$ cat src/rtl/fmbs_ram.sv
// ----------------------------------------------------------------------------
// fmbs_ram
// Generic one-write, one-read RAM with registered read data.
// ----------------------------------------------------------------------------
module fmbs_ram #(
	parameter int WIDTH = 8,
	parameter int DEPTH = 256
) (
	input  logic                     clk,
	input  logic                     we,
	input  logic [$clog2(DEPTH)-1:0] waddr,
	input  logic [WIDTH-1:0]         wdata,
	input  logic [$clog2(DEPTH)-1:0] raddr,
	output logic [WIDTH-1:0]         rdata
);

	logic [WIDTH-1:0] mem [DEPTH];

	always_ff @(posedge clk) begin
		if (we) begin
			mem[waddr] <= wdata;
		end
		rdata <= mem[raddr];
	end

endmodule
$ cat config.mk
export PLATFORM = sky130hd
export DESIGN_NAME = fmbs_ram
export DESIGN_NICKNAME = d
export VERILOG_FILES = /design/src/rtl/fmbs_ram.sv
export SDC_FILE = /design/constraint.sdc
export NUM_CORES = 2
export LEC_CHECK = 0
export BUFFER_PORTS_ARGS = -buffer_cell sky130_fd_sc_hd__buf_2
export CORE_MARGIN = 4
export CORE_UTILIZATION = 50
export CTS_CLUSTER_SIZE = 20
export DETAILED_ROUTE_END_ITERATION = 12
export GPL_ROUTABILITY_DRIVEN = 1
export PLACE_DENSITY_LB_ADDON = 0.15
export SYNTH_ARGS = -nofsm -noshare
export SYNTH_HDL_FRONTEND = slang
export SYNTH_SLANG_ARGS = --single-unit
export TNS_END_PERCENT = 50
$ cat constraint.sdc
create_clock -name clk -period 2 [get_ports clk]
set_input_delay 0.2 -clock clk [delete_from_list [all_inputs] [get_ports clk]]
set_output_delay 0.2 -clock clk [all_outputs]
set_load 0.01 [all_outputs]
==> results.yml <==
pwr:
  p_per_area_nw_per_um2: 945.8
  power_leakage_nw: 31.15
  p_total_mw: 89.97
  ir_drop_uv: 882.5
synthesis:
  yosysTopAreaCell: "edfxtp_1"
  yosysUniqueCellTypes: 55
  muxShareOfSynthArea: 0.1462
  async_reset_ff_frac: 0
  synth_ff_type: "edfxtp_1"
  synth_top_area_share: 0.7730
  synth_compound_area_frac: 0.03419
  synthSimpleGateAreaFrac: 0.02628
  syn_area_per_cell_sq_um: 21.31
  synth_seq_cells: 2056
  syn_nets: 3759
  syn_area_sq_um: 79560
  synth.most_common_cell: "edfxtp_1"
  netlist_instances: 3733
  synth_common_cells: "edfxtp_1 (2,048), mux4_2 (454), nor2_1 (282), mux2i_1 (134), a22oi_1 (133)"
  synthAdderAreaFrac: 0
  synth_top_family_by_area: "multiplexers"
  synth_edf_count: 2048
  yosys_warnings: 0
  synth_area_leaders: "edfxtp_1 (77%), mux4_2 (13%), mux2i_1 (1.7%)"
  synth_seq_area_share: 0.7750
  synth_xor_xnor_area_share: 0
worst_setup_path:
  r2r_slack_ps: -280
  critPathLaunch: "mem[139][4]"
  cp.required_ps: 2730
  end_kind: "flip-flop"
  path_class: "reg2reg"
  r2r-start: "mem[139][4]"
  critPathMaxFanout: 1
  crit_arrival_ps: 3010
  ff2ff_path_depth: 7
  start_kind: "flip-flop"
flow_run:
  maxCapViolCount: 0
clock_tree:
  htree_levels: 4
  numCtsBuffers: 206
  clkTransAtPathRegs_ps: 60
  clock_sinks: 2056
  cts_root_buf: "clkbuf_16"
  clockBufferDepth: 3
  clk_latency_ps: 830
  cts_tree: "built"
  cts_setup_buffers: 0
global_routing:
  grt_pass1_wl_microns: 296700
  track_usage: 0.2504
  antenna_found_initial: 12
  grt_max_degree: 111
  grt_pass1_vias: 41580
  grt.overflow.total: 0
hold_path:
  hold_start: "waddr[1]"
  min_path_type: "in2reg"
  hold_depth: 4
sta:
  max_slew.worst_pin.slew_ps: 751.8
  timing.final.crit_period_ps: 2284
  fin_skew_ps: 30.64
  whs_ps: 95.83
  worst_slack_ps: -283.7
  drv_slew: 0
  setup_viol: 8
  post-route-period-util: 1.142
  rsz0062_at_grt: "yes"
  fmax_ghz: 0.4379
  hold_viol_final: 0
  relSlewSlack: 0.4988
placed_design:
  gp_congestion: 0.9232
  pre_cts_ws_ps: -1487
  io_buffer_count: 33
  hpwlAfterDp_microns: 134000
floorplanning:
  die_area_sq_um: 165600
  start_util: 0.5029
  die_h_microns: 406.9
  fp.dieW_microns: 406.9
  rows: 146
  boundaryPins: 34
  core-area_sq_um: 158200
drt:
  drc: 0
  via_count: 41210
  viasPerCell: 6.084
  drt-initial-drc-count: 4971
  wl_per_cell_microns: 30.10
  drtAntennaViolNets: 0
  firstDrtPassIters: 6
  routed_wirelength_microns: 203900
cells_and_area:
  layout-drive-gt1-share: 0.3431
  area_delta_synth_final_pct: 19.56
  fin_nets: 4550
outcome:
  status: "finished, violations left"
  violations: "negative setup slack"
## stage by stage
stage | cells | TNS, ps | util | cell area (sq um)
after floorplan | 3733 | -3325 | - | 79840
after global placement | 6379 | -15430 | 0.5577 | 88230
after detailed placement | 6381 | -13360 | 0.5579 | 88260
after CTS | 6768 | -1933 | 0.6006 | 95020
after global routing | 6768 | -2033 | 0.6012 | 95100
final | 6774 | -1748 | 0.6013 | 95120
## path summary, 6_finish.rpt
path                      end
hold reg to reg      rdata[5]
setup / recovery     rdata[4]
setup reg to reg     rdata[4]
hold / removal    mem[147][1]
## layout make-up
type / instances / area (sq um)
clock inverters: 127 / 1021
diodes: 6 / 15.01
flip-flops and latches: 2056 / 61660
multi-input cells: 1442 / 16870
fillers: 11330 / 63080
clock buffers: 253 / 5438
inverters: 2 / 7.507
well taps: 2072 / 2592
repair buffers: 816 / 7507
## placed cells by master, fill, tap and decap left out, types with 7 or more instances in the layout
cell type | netlist | routed
edfxtp_1 | 2048 | 2048
buf_4 | 27 | 670
mux4_2 | 454 | 454
nor2_1 | 282 | 275
clkbuf_16 | 0 | 211
mux2i_1 | 134 | 134
a22oi_1 | 133 | 133
buf_12 | 8 | 107
a21oi_1 | 96 | 96
clkinv_1 | 1 | 62
o221ai_1 | 46 | 46
clkinv_2 | 0 | 42
clkbuf_1 | 111 | 42
nand2_1 | 33 | 33
o22ai_1 | 28 | 28
nand3_1 | 34 | 28
nor2b_1 | 31 | 25
buf_2 | 31 | 21
nor3_1 | 22 | 14
bufinv_16 | 0 | 14
a211oi_1 | 16 | 11
nor4_2 | 3 | 11
nor4_1 | 24 | 10
nand4_1 | 10 | 10
o211ai_1 | 10 | 10
o21ai_0 | 10 | 10
buf_8 | 13 | 10
nand2b_1 | 8 | 8
a22o_1 | 8 | 8
dlygate4sd3_1 | 0 | 8
a221oi_2 | 1 | 7
a221oi_1 | 13 | 7
## what timing repair did
item,CTS,global route
cloned,0,0
endpoints found under the hold margin,1038,0
endpoints found under the setup margin,11,8
hold buffers,8,0
gates resized for setup,39,16
pin swaps,18,11
## metal layers
metal	vias up	routed length, microns	track usage	share of wire
li1	17310	-	-	-
met1	21820	85340	0.3677	0.42
met2	1760	95960	0.3874	0.47
met3	321	16290	0.04601	0.080
met4	2	6271	0.07764	0.031
met5	-	12	0	0.000059
## kinds of logic (layout without fill, tap and decap cells)
group                  Yosys count  count (layout)
DFF                           2056            2056
other                            0               6
and+or+nand+nor                466             466
buffers and inverters          235            1198
muxes                          591             591
AOI/OAI and AO/OA              385             385
## sequential cells by signal (all words and copies together) (netlist names)
| name | cells |
|---|---|
| rdata | 8 |
| mem | 2048 |
## power breakdown
group / internal, mW / total (mW) / switching [mW]
clock: 21.1 / 37.1 / 16.0
sequential: 47.5 / 47.6 / 0.151
combinational: 2.20 / 5.24 / 3.05
## worst max-delay path: stages (launching register included)
cell and delay [ps]:
edfxtp_1 370, mux4_2 500, mux4_2 580, nor2_4 170, a2111oi_4 50, nor3_2 270, buf_4 180, nor4_2 50
No activity file was read; power rests on OpenSTA's default activity.
